==> config.mk <==
export PLATFORM = sky130hd
export DESIGN_NAME = mdic_walk
export DESIGN_NICKNAME = d
export VERILOG_FILES = /design/src/design/mdic_pkg.sv /design/src/design/mdic_walk.sv
export SDC_FILE = /design/constraint.sdc
export NUM_CORES = 1
export LEC_CHECK = 0
export ABC_CLOCK_PERIOD_IN_PS = 9200
export BUFFER_PORTS_ARGS = -buffer_cell sky130_fd_sc_hd__buf_2
export CORE_MARGIN = 2
export CORE_UTILIZATION = 62
export CTS_CLUSTER_DIAMETER = 200
export CTS_CLUSTER_SIZE = 30
export DETAILED_ROUTE_END_ITERATION = 8
export GPL_ROUTABILITY_DRIVEN = 0
export MAX_ROUTING_LAYER = met4
export PLACE_DENSITY = 0.84
export SLEW_MARGIN = 40
export SYNTH_ARGS = -nofsm -noshare
export SYNTH_HDL_FRONTEND = slang
export SYNTH_SLANG_ARGS = --single-unit
export TNS_END_PERCENT = 20
==> constraint.sdc <==
create_clock -name clock -period 9.2 [get_ports clock]
set_clock_uncertainty 0.15 [all_clocks]
set_input_delay 0.46 -clock clock [delete_from_list [all_inputs] [get_ports clock]]
set_output_delay 0.46 -clock clock [all_outputs]
set_load 0.02 [all_outputs]
==> src/design/mdic_pkg.sv <==
package mdic_pkg;

   // default geometry
   localparam int MAX_DIMS_DEF    = 4;
   localparam int INDEX_WIDTH_DEF = 16;

   // fixed field widths
   localparam int NUM_RANGE_REGS = 4;
   localparam int DIM_COUNT_W    = 3;
   localparam int RANGE_W        = 16;
   localparam int INDEX_FIELD_W  = 16;
   localparam int FLAT_W         = 64;
   localparam int CSR_INDEX_W    = 3;
   localparam int CSR_DATA_W     = 16;

   // register indexes on the csr port
   localparam logic [CSR_INDEX_W-1:0] CSR_DIM_COUNT = 3'd0;
   localparam logic [CSR_INDEX_W-1:0] CSR_RANGE_0   = 3'd1;

   localparam logic [DIM_COUNT_W-1:0] DIM_COUNT_RESET = 3'd4;
   localparam logic [RANGE_W-1:0]     RANGE_RESET     = 16'd1;

   typedef struct packed {
      logic in_range;
      logic last_tuple;
   } walk_flags_type;

endpackage

==> src/design/mdic_walk.sv <==
module mdic_walk #(
   parameter int NUM_DIMS    = mdic_pkg::MAX_DIMS_DEF,
   parameter int INDEX_WIDTH = mdic_pkg::INDEX_WIDTH_DEF
) (
   input  logic                                 clock,
   input  logic                                 reset,
   input  logic                                 take,
   input  logic                                 restart,
   input  logic [mdic_pkg::DIM_COUNT_W-1:0]     dim_count,
   input  logic [mdic_pkg::RANGE_W-1:0]         range_val [NUM_DIMS],
   output logic [INDEX_WIDTH-1:0]               tuple_idx [NUM_DIMS],
   output logic [INDEX_WIDTH:0]                 tuple_mul [NUM_DIMS],
   output mdic_pkg::walk_flags_type             tuple_flags
);
   import mdic_pkg::*;

   localparam int EFF_W = INDEX_WIDTH + 1;
   localparam logic [RANGE_W:0] SPAN = (RANGE_W + 1)'(1) << INDEX_WIDTH;

   logic [INDEX_WIDTH-1:0] idx_ff [NUM_DIMS];
   logic [INDEX_WIDTH-1:0] idx_in [NUM_DIMS];
   logic                   done_ff, done_in;

   logic [DIM_COUNT_W-1:0] n_act;
   logic [NUM_DIMS-1:0]    active;
   logic [EFF_W-1:0]       eff [NUM_DIMS];
   logic                   ok, last;

   always_comb begin
      if (dim_count == '0) begin
         n_act = DIM_COUNT_W'(1);
      end else if (dim_count > DIM_COUNT_W'(NUM_DIMS)) begin
         n_act = DIM_COUNT_W'(NUM_DIMS);
      end else begin
         n_act = dim_count;
      end
   end

   // effective range, capped at the index span
   for (genvar d = 0; d < NUM_DIMS; d++) begin : g_eff
      logic [RANGE_W:0] r_ext;
      assign r_ext     = {1'b0, range_val[d]};
      assign eff[d]    = EFF_W'((r_ext > SPAN) ? SPAN : r_ext);
      assign active[d] = DIM_COUNT_W'(d) < n_act;
   end

   always_comb begin
      ok   = !done_ff;
      last = 1'b1;
      for (int d = 0; d < NUM_DIMS; d++) begin
         if (active[d]) begin
            if (eff[d] == '0 || EFF_W'(idx_ff[d]) >= eff[d]) begin
               ok = 1'b0;
            end else if (EFF_W'(idx_ff[d]) != eff[d] - EFF_W'(1)) begin
               last = 1'b0;
            end
         end
      end
   end

   // odometer step, carry ripples from the innermost active dimension
   always_comb begin
      logic             carry;
      logic [EFF_W-1:0] inc;
      idx_in  = idx_ff;
      done_in = done_ff;
      carry   = 1'b1;
      inc     = '0;
      if (take) begin
         if (restart) begin
            for (int d = 0; d < NUM_DIMS; d++) idx_in[d] = '0;
            done_in = 1'b0;
         end else if (!ok) begin
            done_in = 1'b1;
         end else begin
            for (int d = NUM_DIMS - 1; d >= 0; d--) begin
               if (active[d] && carry) begin
                  inc = EFF_W'(idx_ff[d]) + EFF_W'(1);
                  if (inc < eff[d]) begin
                     idx_in[d] = inc[INDEX_WIDTH-1:0];
                     carry     = 1'b0;
                  end else begin
                     idx_in[d] = '0;
                  end
               end
            end
            if (carry) begin
               for (int d = 0; d < NUM_DIMS; d++) idx_in[d] = '0;
               done_in = 1'b1;
            end
         end
      end
   end

   always_ff @(posedge clock) begin
      if (reset) begin
         for (int d = 0; d < NUM_DIMS; d++) idx_ff[d] <= '0;
         done_ff <= 1'b0;
      end else begin
         idx_ff  <= idx_in;
         done_ff <= done_in;
      end
   end

   // tuple for the flat-index pipeline; an inactive dim acts as range 1, index 0
   always_comb begin
      tuple_flags.in_range   = ok && !restart;
      tuple_flags.last_tuple = ok && !restart && last;
      for (int d = 0; d < NUM_DIMS; d++) begin
         tuple_idx[d] = (tuple_flags.in_range && active[d]) ? idx_ff[d] : '0;
         tuple_mul[d] = active[d] ? eff[d] : EFF_W'(1);
      end
   end

endmodule

==> metrics.md <==
| Metric | Value |
|---|---|
| Status | `finished, final reports clean` |
| Shortest period the worst path allows | `5.47 ns` |
| Initial Util | `0.631` |
| CP bufs+invs | `1` |
| Post-synth EDFFs | `0` |
| Setup Buffers After CTS | `0` |
| H-tree levels | `3` |
| IO Port Bufs | `200` |
| Final instance area | `11,600 µm²` |
| Setup TNS | `0 ns` |
| Die height | `133 µm` |
| VDD IR max | `89.8 µV` |
| Post-Syn Instances | `1,429` |
| DIE AREA | `17,800 µm²` |
| Post-CTS Resized | `0` |
| Yosys reg bits | `65` |
| Routed WL | `30.0 mm` |
| CTS Buf Count | `9` |
| Final count of hold timing violations | `0` |
| Initial antenna violation count | `1` |
| I/O pins | `205` |
| Mapped Area | `10,400 µm²` |
| First-pass GRT wire length | `48.9 mm` |
| Fin crit share | `0.594` |
| Pins Over Slew Limit | `0` |
| DR iter-0 viols | `958` |
| Syn-to-layout area delta | `11.6%` |
| Unrepaired setup endpoints after global routing | `false` |
| Crit-path max FO | `18` |
| Min-Delay Path Class | `input pin to flop` |
| Setup-failing EPs final | `0` |
| CP startpoint kind | `flop` |
| Largest net degree at the start of global routing | `54` |
| Die X-Extent | `133 µm` |
| Ys Warns | `0` |
| Total power | `873 µW` |
| Worst-Skew Late Latency | `0.34 ns` |
| Placed cell area | `11,300 µm²` |
| Total iterations of the first detailed-routing run | `7` |
| CTS tree | `built` |
| Worst Path Required | `9.27 ns` |
| Core Region | `16,500 µm²` |
| Max stage delay on crit path | `0.61 ns` |
| Row count | `47` |
| Hold_buf cts | `0` |
| Vias/cell | `6.29` |
| FMAX | `183 MHz` |
| DRC Markers | `0` |
| Critical path's top delay family | `simple AND/OR/NAND/NOR gates` |
| ANT nets after route | `0` |
| CP Class | `flop to flop` |
| Max-cap violations | `0` |
| Ys async rst share | `0` |
| Seq/Total Area, Yosys | `0.125` |
| Pwr dens | `75.4 nW/µm²` |
| Crit-path cells | `and3_1, and3_1, nand3_1, nor3_1, nand3_1, nor2_1, xor2_1, ha_1, a211oi_1, o21ai_0, nor3_1, a211oi_1, nor2_1, o311ai_4, buf_4, o21ai_2, mux2_2` |
| Mean area per synthesized cell | `7.27 µm²` |
| Worst slew pin tran | `0.799 ns` |
| Clk buf depth | `2` |
| P_leak | `5.90 nW` |
| Pre-CTS WS | `3.95 ns` |
| Worst hold slack | `0.331 ns` |
| CTS clock-pin slew for the worst setup and hold paths | `0.06 ns` |
| Layout cell share with drive strength beyond 1 | `0.176` |
| WL per Instance | `16.9 µm` |
| Number of global-route vias before repair | `10,200` |
| Synth cell types | `93` |
| Final HPWL DP | `22.9 mm` |
| CP max stage cell | `nor2_1` |
| Max-slew headroom at the worst pin | `0.463` |
| Root Driver | `clkbuf_16` |
| Worst EP arrival | `5.54 ns` |
| Crit end category | `flop` |
| CTS Sinks | `65` |
| Final WS setup | `3.73 ns` |
| Total track usage | `0.337` |
| Top_reg_cell synth | `dfxtp_1` |
| Final net count | `1,758` |
| Remaining global-route overflow | `0` |
| Detailed-route via count | `11,200` |
-- path summary, 6_finish.rpt --
path / start / to / slack, ns / depth (start not counted)
setup reg to reg: idx_ff[34]$_SDFFE_PP0P_ / idx_ff[15]$_SDFFE_PP0P_ / 3.73 / 17
setup / recovery: idx_ff[34]$_SDFFE_PP0P_ / idx_ff[15]$_SDFFE_PP0P_ / 3.73 / 17
hold reg to reg: done_ff$_SDFFE_PP0P_ / done_ff$_SDFFE_PP0P_ / 0.36 / 2
hold / removal: take / done_ff$_SDFFE_PP0P_ / 0.33 / 3
-- stage by stage --
stage               utilization  std cells
global placement          0.684       1757
CTS                       0.702       1772
floorplan                     -       1432
global route              0.703       1774
detailed placement        0.684       1757
finish                    0.703       1774
-- layout by cell type, fill, tap and decap left out, types with 18 or more instances in the layout --
master | synthesis | layout
a21oi_1 | 75 | 74
and2_1 | 18 | 18
and3_1 | 60 | 60
buf_2 | 16 | 200
dfxtp_1 | 65 | 65
ha_1 | 138 | 138
inv_1 | 88 | 87
nand2_1 | 122 | 122
nand3_1 | 65 | 65
nand4_1 | 37 | 37
nor2_1 | 124 | 124
nor2b_1 | 30 | 30
nor3_1 | 47 | 47
nor4_1 | 21 | 21
o21ai_0 | 52 | 52
xnor2_1 | 79 | 79
xor2_1 | 52 | 52
-- cells in the mapped netlist (14+ instances only) --
cell type | count | area [µm²]
ha_1 | 138 | 1730
a21oi_1 | 75 | 375
and3_1 | 60 | 375
nand4_1 | 37 | 231
a211oi_1 | 17 | 128
nand2_1 | 122 | 458
inv_1 | 88 | 330
xor2_1 | 52 | 455
nand3_1 | 65 | 325
nor3_1 | 47 | 235
o21ai_0 | 52 | 260
buf_2 | 16 | 80.1
nand2b_1 | 14 | 87.6
nor2b_1 | 30 | 188
xnor2_1 | 79 | 692
and2_1 | 18 | 113
nor2_1 | 124 | 465
clkbuf_1 | 68 | 255
nor4_1 | 21 | 131
dfxtp_1 | 65 | 1300
o211ai_1 | 17 | 128
-- worst reg2reg max path: stages (launching register included) --
cell and delay [ns]:
dfxtp_1 0.56, and3_1 0.25, and3_1 0.29, nand3_1 0.18
nor3_1 0.28, nand3_1 0.23, nor2_1 0.20, xor2_1 0.21
ha_1 0.28, a211oi_1 0.22, o21ai_0 0.17, nor3_1 0.20
a211oi_1 0.17, nor2_1 0.61, o311ai_4 0.33, buf_4 0.31
o21ai_2 0.34, mux2_2 0.39
-- sequential cells by signal, summed over array words and instances, names as in the netlist --
signal,count
idx_ff,64
done_ff,1
-- metal layers --
| metal | global-route usage | vias up | share of wire |
|---|---|---|---|
| met2 | 0.544 | 527 | 0.47 |
| met3 | 0.0483 | 59 | 0.078 |
| li1 | - | 5405 | - |
| met4 | 0.124 | 0 | 0.026 |
| met5 | - | - | 0 |
| met1 | 0.430 | 5160 | 0.43 |
-- kinds of logic after synthesis --
group	count (synthesis)	share of synthesized area
and+or+nand+nor	589	0.294
muxes	11	0.0111
buffers and inverters	189	0.0764
AOI/OAI and AO/OA	305	0.216
DFF	65	0.125
adders and majority gates	138	0.166
xor gates and xnor gates	131	0.110
other	1	0.000361
-- power by group --
| group | switching (mW) | internal [mW] | leakage, nW |
|---|---|---|---|
| combinational | 0.159 | 0.0804 | 5.23 |
| sequential | 0.00225 | 0.283 | 0.524 |
| clock | 0.134 | 0.215 | 0.144 |
-- cell type report --
type / count / area (µm²)
fill: 1454 / 4880
antenna: 1 / 2.50
tap: 220 / 275
sequential: 65 / 1300
inverter: 89 / 334
timing repair buffer: 206 / 1050
clock buffer: 10 / 239
clock inverter: 5 / 56.3
multi-input combinational: 1178 / 8320
No activity file was read; power rests on OpenSTA's default activity.
